===== config.mk =====
export PLATFORM = sky130hd
export DESIGN_NAME = bpf_ctrl
export DESIGN_NICKNAME = d
export VERILOG_FILES = /design/src/hw/rtl/assert_macros.svh /design/src/hw/rtl/bpf_pkg.sv /design/src/hw/rtl/bpf_ctrl.sv
export SDC_FILE = /design/constraint.sdc
export NUM_CORES = 1
export LEC_CHECK = 0
export BUFFER_PORTS_ARGS = -buffer_cell sky130_fd_sc_hd__clkbuf_2
export CORE_MARGIN = 5
export CORE_UTILIZATION = 47
export DETAILED_ROUTE_END_ITERATION = 8
export GPL_TIMING_DRIVEN = 0
export PLACE_DENSITY = 0.82
export SYNTH_ARGS = -nofsm -noshare
export SYNTH_HDL_FRONTEND = slang
export SYNTH_SLANG_ARGS = --single-unit

===== constraint.sdc =====
create_clock -name clk -period 2.35 [get_ports clk]
set_input_delay 0.235 -clock clk [delete_from_list [all_inputs] [get_ports clk]]
set_output_delay 0.235 -clock clk [all_outputs]
set_load 0.005 [all_outputs]

===== src/hw/rtl/assert_macros.svh =====
// Assertion macros included by the top-level flattener.
`ifndef ASSERT_MACROS_SVH
`define ASSERT_MACROS_SVH

// Check a property on every clock edge outside reset.
`define ASSERT_ALWAYS(label, expr, msg) \
  label: assert property (@(posedge clk) disable iff (rst) (expr)) else $error(msg);

// Check that an antecedent implies a consequent in the same cycle.
`define ASSERT_IMPLIES(label, ante, cons, msg) \
  label: assert property (@(posedge clk) disable iff (rst) (ante) |-> (cons)) else $error(msg);

`endif


===== src/hw/rtl/bpf_pkg.sv =====
// Types, constants and helper functions of the Bezier path flattener.
package bpf_pkg;

  localparam int MAX_STEPS = 64;
  localparam int N_W       = $clog2(MAX_STEPS + 1);
  localparam int NSQ_W     = $clog2(MAX_STEPS * MAX_STEPS + 1);
  localparam int N4_W      = 2 * NSQ_W;
  localparam int DEN_W     = $clog2(MAX_STEPS * MAX_STEPS * MAX_STEPS + 1);
  localparam int W_W       = DEN_W + 1;

  localparam int COORD_W   = 22;
  localparam int PT_W      = 32;
  localparam int DIFF_W    = 34;
  localparam int CL_W      = 27;
  localparam int SQ_W      = 51;
  localparam int RHS_W     = 56;
  localparam int ACC_W     = 53;
  localparam int QUO_W     = 33;
  localparam int DCNT_W    = 6;

  localparam int SHIFT_QUAD  = 24;
  localparam int SHIFT_CUBIC = 22;
  localparam logic signed [DIFF_W-1:0] CLAMP_DIFF = DIFF_W'(33554432);

  localparam logic [0:0] REG_ORIGIN_X = 1'd0;
  localparam logic [0:0] REG_ORIGIN_Y = 1'd1;

  typedef enum logic [2:0] {
    KIND_MOVE  = 3'd0,
    KIND_LINE  = 3'd1,
    KIND_QUAD  = 3'd2,
    KIND_CUBIC = 3'd3,
    KIND_CLOSE = 3'd4
  } kind_t;

  typedef enum logic [1:0] {
    END_START,
    END_TO,
    END_CURVE
  } end_sel_t;

  typedef enum logic [3:0] {
    ST_IDLE,
    ST_MAP,
    ST_CLOSE_EDGE,
    ST_FINISH,
    ST_LINE_EDGE,
    ST_DIFF,
    ST_SQR,
    ST_RHS,
    ST_SEARCH,
    ST_DEN,
    ST_WGT1,
    ST_WGT2,
    ST_MAC,
    ST_DIV_START,
    ST_DIV_WAIT,
    ST_STEP_EDGE
  } state_t;

  typedef struct packed {
    logic     load;
    logic     map;
    logic     diff;
    logic     sqr;
    logic     rhs;
    logic     search;
    logic     den;
    logic     wgt1;
    logic     wgt2;
    logic     mac;
    logic     div_start;
    logic     emit;
    end_sel_t end_sel;
    logic     last;
    logic     set_point;
    logic     clear_open;
    logic     step_next;
    logic     cubic;
  } cmd_t;

  typedef struct packed {
    logic close_due;
    logic search_hit;
    logic div_busy;
    logic mac_last;
    logic step_last;
    logic out_free;
  } sts_t;

  // Saturate a 26.6 difference scaled by 1024 into signed Q16.16.
  function automatic logic [PT_W-1:0] map_sat(input logic signed [COORD_W:0] d);
    logic [PT_W-1:0] r;
    if (d[COORD_W] != d[COORD_W-1]) begin
      r = d[COORD_W] ? {1'b1, {(PT_W-1){1'b0}}} : {1'b0, {(PT_W-1){1'b1}}};
    end else begin
      r = {d[COORD_W-1:0], 10'b0};
    end
    return r;
  endfunction

  function automatic logic signed [CL_W-1:0] clamp_diff(input logic signed [DIFF_W-1:0] d);
    logic signed [CL_W-1:0] r;
    if (d > CLAMP_DIFF) begin
      r = CL_W'(CLAMP_DIFF);
    end else if (d < -CLAMP_DIFF) begin
      r = CL_W'(-CLAMP_DIFF);
    end else begin
      r = d[CL_W-1:0];
    end
    return r;
  endfunction

endpackage


===== src/hw/rtl/bpf_ctrl.sv =====
// Controller state machine sequencing the flattener datapath per command.
module bpf_ctrl import bpf_pkg::*; (
  input  logic       clk,
  input  logic       rst,
  input  logic       s_tvalid,
  output logic       s_tready,
  input  logic [2:0] s_tuser,
  input  sts_t       sts,
  output cmd_t       cmd
);

  state_t state, state_next;
  kind_t  kind;

  always_ff @(posedge clk) begin
    if (rst) begin
      state <= ST_IDLE;
      kind  <= KIND_MOVE;
    end else begin
      state <= state_next;
      if (s_tvalid && s_tready) begin
        kind <= kind_t'(s_tuser);
      end
    end
  end

  always_comb begin
    state_next = state;
    unique case (state)
      ST_IDLE: begin
        if (s_tvalid) begin
          state_next = ST_MAP;
        end
      end
      ST_MAP: begin
        unique case (kind)
          KIND_MOVE, KIND_CLOSE: state_next = sts.close_due ? ST_CLOSE_EDGE : ST_FINISH;
          KIND_LINE:             state_next = ST_LINE_EDGE;
          KIND_QUAD, KIND_CUBIC: state_next = ST_DIFF;
          default:               state_next = ST_IDLE;
        endcase
      end
      ST_CLOSE_EDGE: begin
        if (sts.out_free) begin
          state_next = ST_FINISH;
        end
      end
      ST_FINISH:    state_next = ST_IDLE;
      ST_LINE_EDGE: begin
        if (sts.out_free) begin
          state_next = ST_IDLE;
        end
      end
      ST_DIFF:      state_next = ST_SQR;
      ST_SQR:       state_next = ST_RHS;
      ST_RHS:       state_next = ST_SEARCH;
      ST_SEARCH: begin
        if (sts.search_hit) begin
          state_next = ST_DEN;
        end
      end
      ST_DEN:       state_next = ST_WGT1;
      ST_WGT1:      state_next = ST_WGT2;
      ST_WGT2:      state_next = ST_MAC;
      ST_MAC: begin
        if (sts.mac_last) begin
          state_next = ST_DIV_START;
        end
      end
      ST_DIV_START: state_next = ST_DIV_WAIT;
      ST_DIV_WAIT: begin
        if (!sts.div_busy) begin
          state_next = ST_STEP_EDGE;
        end
      end
      ST_STEP_EDGE: begin
        if (sts.out_free) begin
          state_next = sts.step_last ? ST_IDLE : ST_WGT1;
        end
      end
      default:      state_next = ST_IDLE;
    endcase
  end

  always_comb begin
    cmd         = '0;
    cmd.end_sel = END_TO;
    cmd.cubic   = (kind == KIND_CUBIC);
    s_tready    = (state == ST_IDLE);
    unique case (state)
      ST_IDLE:       cmd.load = s_tvalid;
      ST_MAP:        cmd.map = 1'b1;
      ST_CLOSE_EDGE: begin
        cmd.emit    = sts.out_free;
        cmd.end_sel = END_START;
        cmd.last    = 1'b1;
      end
      ST_FINISH: begin
        cmd.set_point  = (kind == KIND_MOVE);
        cmd.clear_open = (kind == KIND_CLOSE);
      end
      ST_LINE_EDGE: begin
        cmd.emit = sts.out_free;
        cmd.last = 1'b1;
      end
      ST_DIFF:       cmd.diff = 1'b1;
      ST_SQR:        cmd.sqr = 1'b1;
      ST_RHS:        cmd.rhs = 1'b1;
      ST_SEARCH:     cmd.search = 1'b1;
      ST_DEN:        cmd.den = 1'b1;
      ST_WGT1:       cmd.wgt1 = 1'b1;
      ST_WGT2:       cmd.wgt2 = 1'b1;
      ST_MAC:        cmd.mac = 1'b1;
      ST_DIV_START:  cmd.div_start = 1'b1;
      ST_DIV_WAIT:   cmd.div_start = 1'b0;
      ST_STEP_EDGE: begin
        cmd.emit      = sts.out_free;
        cmd.end_sel   = END_CURVE;
        cmd.last      = sts.step_last;
        cmd.step_next = sts.out_free;
      end
      default:       cmd.load = 1'b0;
    endcase
  end

endmodule


==> out/results.ini, run 1 <==
[outcome]
status=completed

[place]
gp_congestion=0.764
dpl.hpwl_um=1380
io_buffers=30
dpl_cell_area_um2=811

[synth]
synth_compound_area_frac=0.201
netlist_area_um2=642
synth_area_per_cell_um2=6.90
ys_async_sr_fraction=0
synthFlopType=dfxtp_1
synth_top_area_cell=dfxtp_1
synth_mux_area_frac=0.0624
synth_top_family_by_area=simple AND/OR/NAND/NOR gates
ys_warn_count=0
yosys.area_share.simple=0.405
synth_top_cell_area_share=0.218
synth_xor_xnor_area_share=0.0273
synthTopCellsByArea=dfxtp_1 (22%), nor2_1 (9.9%), mux2i_1 (6.2%)
synth_edf_count=0
ys_types=35
syn-num-nets=105
synth_cells=93
synthAdderAreaFrac=0
yosysSeqAreaShare=0.218
ys_seq_elements=7

[sta]
setup_viol=0
fin_crit_sh=0.857
tightestPinTransition_ps=398
hold_ws_ps=222
finalHoldViolCount=0
max_clock_freq_mhz=496
slew_headroom=0.732
fin_worst_skew_ps=1.61
fin_setup_tns_ps=0
fin_crit_ps=2020
final_max_slew_viol_count=0
rsz0062_at_grt=false

[clock_tree]
clkTransAtPathRegs_ps=50
clk_latency_ps=240
cts_root_buf=clkbuf_4
post_cts_resize_count=0
cts_buffers=3
cts.sinks=7
cts_tree=built
htreeDepth=1
post_cts_buffers=0
clockBufferDepth=2
hold_buffers=0

[route]
drt_iter0_drc=12
drc=0
firstDrtPassIters=4
ant_nets=0
wl_per_cell_um=11.9
vias=775
via_per_inst=5.46
wl_um=1690

[pwr]
p_leak_nw=0.414
vdd_ir_drop_max_v=0.000523
cellPowerDensity_nw_per_um2=970

[cells_and_area]
diodes=0
layout_common_cells=clkbuf_2 (30), nor2_1 (17), dfxtp_1 (7), nand2_1 (6), o21ai_0 (6)
stdcell_area_um2=837
final_util=0.643
final_layout_size_suffix_gt1_frac=0.331
area_delta_synth_final_pct=30.4
layout_commonest_cell=clkbuf_2
nNetsFinal=140

[global_routing]
overflow=0
grt_use_total=0.174
grt_max_degree=11
first_global_vias=711
antenna_found_initial=0
grt_first_pass_wirelength_um=2800

[setup_path]
critical_path_required_ps=2120
crit_type=flip-flop to primary output
worstPathMaxFanout=10
end_kind=primary output
arrival_ps=1780
start_kind=flip-flop

[floorplanning]
io_pins=32
start_util=0.493
rows=13
chipHeight_um=47.0
die_x_um=47.0
die-area_um2=2200
coreArea_um2=1300

[min_path]
hold_class=primary input to flip-flop

[run]
drv_cap=0

==> kinds of logic after synthesis <==
group,count (synthesis)
flip-flops,7
buffers and inverters,12
AO/OA/AOI/OAI,18
XOR/XNOR,2
multiplexers,4
AND/OR/NAND/NOR,50
==> layout make-up <==
| type | count | area [µm²] |
|---|---|---|
| clock buffer | 4 | 26.3 |
| tap | 15 | 18.8 |
| sequential | 7 | 140 |
| fill | 126 | 464 |
| timing repair buffer | 30 | 150 |
| inverter | 4 | 15.0 |
| buffer | 8 | 40.0 |
| multi-input combinational | 74 | 447 |
==> sequential cells by signal, indices dropped and copies added, names as in the netlist <==
name	flops
kind	3
state	4
==> metal layers <==
metal  up-vias  GRT usage  part of all wire
li1        396          -                 -
met1       352      0.200              0.42
met2        25      0.298              0.49
met3         2     0.0383             0.076
met4         0     0.0884            0.0095
met5         -          0                 0
==> synth_stat cells, drive strengths merged (2+ instances only) <==
cell type   n
dfxtp       7
nor2       17
or2         2
nand4       2
buf         5
and3        3
o21ai       6
nor3        4
inv         4
clkbuf      3
nand2       6
mux2i       4
a21oi       4
nor4        4
nand3       2
nand2b      4
==> metrics by stage <==
step | setup slack (ps) | total power [mW] | std cells
3_3_place_gp | 644 | 0.692 | 138
5_1_grt | 127 | 0.896 | 142
4_1_cts | 335 | 0.816 | 142
6_report | 335 | 0.812 | 142
3_5_place_dp | 610 | 0.708 | 138
2_1_floorplan | 873 | 0.560 | 93
==> worst paths after layout <==
check / start / endpoint / slack [ps] / cells past startpoint
hold reg to reg: kind[0]$_SDFFE_PP0P_ / kind[0]$_SDFFE_PP0P_ / 510 / 2
setup / recovery: state[1]$_SDFFE_PP0P_ / cmd[2] / 330 / 5
setup reg to reg: state[1]$_SDFFE_PP0P_ / state[1]$_SDFFE_PP0P_ / 720 / 5
hold / removal: s_tuser[0] / kind[0]$_SDFFE_PP0P_ / 220 / 3
==> critical path, stage by stage (launching register included) <==
cell,delay (ps)
dfxtp_1,390
buf_2,230
buf_1,350
nand2_1,170
nor4_1,240
clkbuf_2,150
==> report_power, final <==
group          switching [mW]  leakage [nW]  internal, mW
registers              0.0324        0.0574         0.152
clock network          0.0410        0.0150        0.0646
logic                   0.300         0.342         0.222
Note: power is estimated with default switching activity, not from simulation.
==> run 2: changes to the inputs <==
- ABC_AREA: not set -> 1
- CAP_MARGIN: not set -> 20
==> run 2 against run 1 <==
Highest routed layer unchanged. Register-to-register slack better by 300 ps. Worst hold slack worse by 8.7 ps. Synthesized cell count is 18% higher. Sequential share of layout area is 0.20 points higher.
==> out/results.ini, run 2 <==
[cells_and_area]
largest_reg_flops=4  ; unchanged
multiInputGateArea_um2=419  ; -6.2%
fill_cells=126  ; unchanged
layout_commonest_cell=clkbuf_2
nNetsFinal=158  ; +13%
top_regs=state: 4 flops, kind: 3 flops
seqCellArea_um2=140  ; unchanged
diodes=0  ; unchanged
largest-register=state
layout_common_cells=clkbuf_2 (31), nand2_1 (23), nor2_1 (22), inv_1 (13), nand3_1 (11)
final_layout_size_suffix_gt1_frac=0.372  ; +0.0417
area_delta_synth_final_pct=31.9

[min_path]
hold_class=primary input to flip-flop

[clock_tree]
post_cts_resize_count=0  ; unchanged
htreeDepth=1  ; unchanged
cts_tree=built
cts.sinks=7  ; unchanged
post_cts_buffers=0  ; unchanged
clockBufferDepth=2  ; unchanged
clk_latency_ps=250  ; about the same
cts_buffers=3  ; unchanged
cts_root_buf=clkbuf_4
clkTransAtPathRegs_ps=50  ; about the same
hold_buffers=0  ; unchanged

[synth]
synthFlopType=dfxtp_1
synth_compound_area_frac=0.0958  ; -0.105
synth_top_area_cell=dfxtp_1
synth.most_common_cell=nand2_1
yosys.area_share.simple=0.573  ; +0.167
synth_area_per_cell_um2=5.70  ; -17%
syn-num-nets=122  ; +16%
synthAdderAreaFrac=0  ; unchanged
ys_async_sr_fraction=0  ; unchanged
synth_top_family_by_area=simple AND/OR/NAND/NOR gates
synth_top_cell_area_share=0.224  ; +0.00523
ys_warn_count=0  ; unchanged
ys_seq_elements=7  ; unchanged
synth_cells=110  ; +18%
synth_xor_xnor_area_share=0  ; -0.0273
synth_edf_count=0  ; unchanged
netlist_area_um2=627  ; -2.3%
synthTopCellsByCount=nand2_1 (23), nor2_1 (22), inv_1 (13), nand3_1 (11), dfxtp_1 (7)
yosysSeqAreaShare=0.224  ; +0.00523
ys_types=16  ; -54%
synthTopCellsByArea=dfxtp_1 (22%), nand2_1 (14%), nor2_1 (13%)
synth_mux_area_frac=0  ; -0.0624

[global_routing]
first_global_vias=689  ; -3.1%
grt_use_total=0.175  ; +0.00147
grt_first_pass_wirelength_um=2670  ; -4.7%
antenna_found_initial=0  ; unchanged
overflow=0  ; unchanged
grt_max_degree=8  ; -3

[pwr]
vdd_ir_drop_max_v=0.000477  ; -8.7%
p_leak_nw=0.462  ; +12%
cellPowerDensity_nw_per_um2=614  ; -37%
power_mw=0.508  ; -37%

[sta]
tightestPinTransition_ps=260  ; -138 ps
finalHoldViolCount=0  ; unchanged
fin_setup_tns_ps=0  ; unchanged
hold_ws_ps=214  ; -8.74 ps
fin_crit_ps=1620  ; -395 ps
max_clock_freq_mhz=617  ; +24%
slew_headroom=0.826  ; +0.0940
rsz0062_at_grt=false
fin_worst_skew_ps=5.41  ; +3.80 ps
final_max_slew_viol_count=0  ; unchanged
fin_crit_sh=0.689  ; -0.168
setup_viol=0  ; unchanged

[setup_path]
critical_path_required_ps=2120  ; about the same
regToRegStartpoint=state[1]$_SDFFE_PP0P_
end_kind=primary output
r2r_end=state[3]$_SDFFE_PP0P_
crit_type=flip-flop to primary output
r2r_cells=8  ; +3
r2r_slack_ps=1020  ; +300 ps
worstPathMaxFanout=6  ; -4
start_kind=flip-flop
arrival_ps=1390  ; -390 ps
crit_path_end=cmd[7]
startpoint=state[1]$_SDFFE_PP0P_

[outcome]
status=completed

[route]
firstDrtPassIters=4  ; unchanged
wl_per_cell_um=10.1  ; -15%
vias=767  ; -1.0%
ant_nets=0  ; unchanged
drc=0  ; unchanged
drt_iter0_drc=11  ; -1
via_per_inst=4.79  ; -12%
wl_um=1610  ; -4.6%

[place]
io_buffers=31  ; +3.3%
dpl.hpwl_um=1370  ; -1.1%
gp_congestion=0.851  ; +11%

[floorplanning]
coreArea_um2=1280  ; -1.3%
io_pins=32  ; unchanged
chipHeight_um=46.5  ; -0.93%
start_util=0.488  ; -0.00544
rows=13  ; unchanged
die_x_um=46.5  ; -0.93%
die-area_um2=2160  ; -1.8%

[run]
drv_cap=0  ; unchanged

run 2: cell count changes after synthesis, moves of 4 or more:
cell,previous run,this run
nor2_2,0,5
nand3_1,2,11
nor4_1,4,0
inv_1,4,13
nand2_2,0,5
inv_2,0,5
nand2b_1,4,0
nand2_1,6,23
nor2_1,17,22
mux2i_1,4,0
run 2: worst min path at each step:
stage / from / end / slack [ps] / depth (start not counted)
CTS: s_tuser[1] / kind[1]$_SDFFE_PP0P_ / 200 / 3
global placement: s_tuser[1] / kind[1]$_SDFFE_PP0P_ / 460 / 3
finish: s_tuser[1] / kind[1]$_SDFFE_PP0P_ / 210 / 3
floorplan: rst / kind[1]$_SDFFE_PP0P_ / 300 / 1
global route: s_tuser[1] / kind[1]$_SDFFE_PP0P_ / 220 / 3
detailed placement: s_tuser[1] / kind[1]$_SDFFE_PP0P_ / 470 / 3
run 2: logic make-up (layout without fill, tap and decap cells):
group | after synthesis | in the layout
simple gates | 74 | 74
flops | 7 | 7
buf+inv | 18 | 53
compound gates | 11 | 11
run 2: layout make-up:
type                    count  share of cell area
well taps                  15              0.0227
flip-flops and latches      7               0.169
multi-input cells          85               0.507
clock buffers               4              0.0318
inverters                  18              0.0817
repair buffers             31               0.188
run 2: critical path, stage by stage (launching register included):
cell	delay [ps]
dfxtp_1	460
inv_2	80
nor2_2	180
nand2_1	120
nand3_2	110
nand2_1	50
inv_1	40
clkbuf_2	100
run 2: metrics by stage:
| step | utilization | area [µm²] | instances | setup WS, ps |
|---|---|---|---|---|
| floorplan | - | 627 | 110 | 1220 |
| detailed placement | 0.623 | 801 | 156 | 990 |
| CTS | 0.644 | 827 | 160 | 713 |
| finish | 0.644 | 827 | 160 | 730 |
| global route | 0.644 | 827 | 160 | 582 |
| global placement | 0.623 | 801 | 156 | 1040 |
run 2: where the power goes:
part	internal [mW]	switching (mW)
combinational	0.0893	0.149
clock	0.0647	0.0430
sequential	0.138	0.0240
run 2: layer usage:
layer	share of wire	track usage	routed length, µm
met4	0.014	0.102	23
met1	0.46	0.208	738
met3	0.052	0.0391	83
met2	0.48	0.283	766
met5	0	0	0
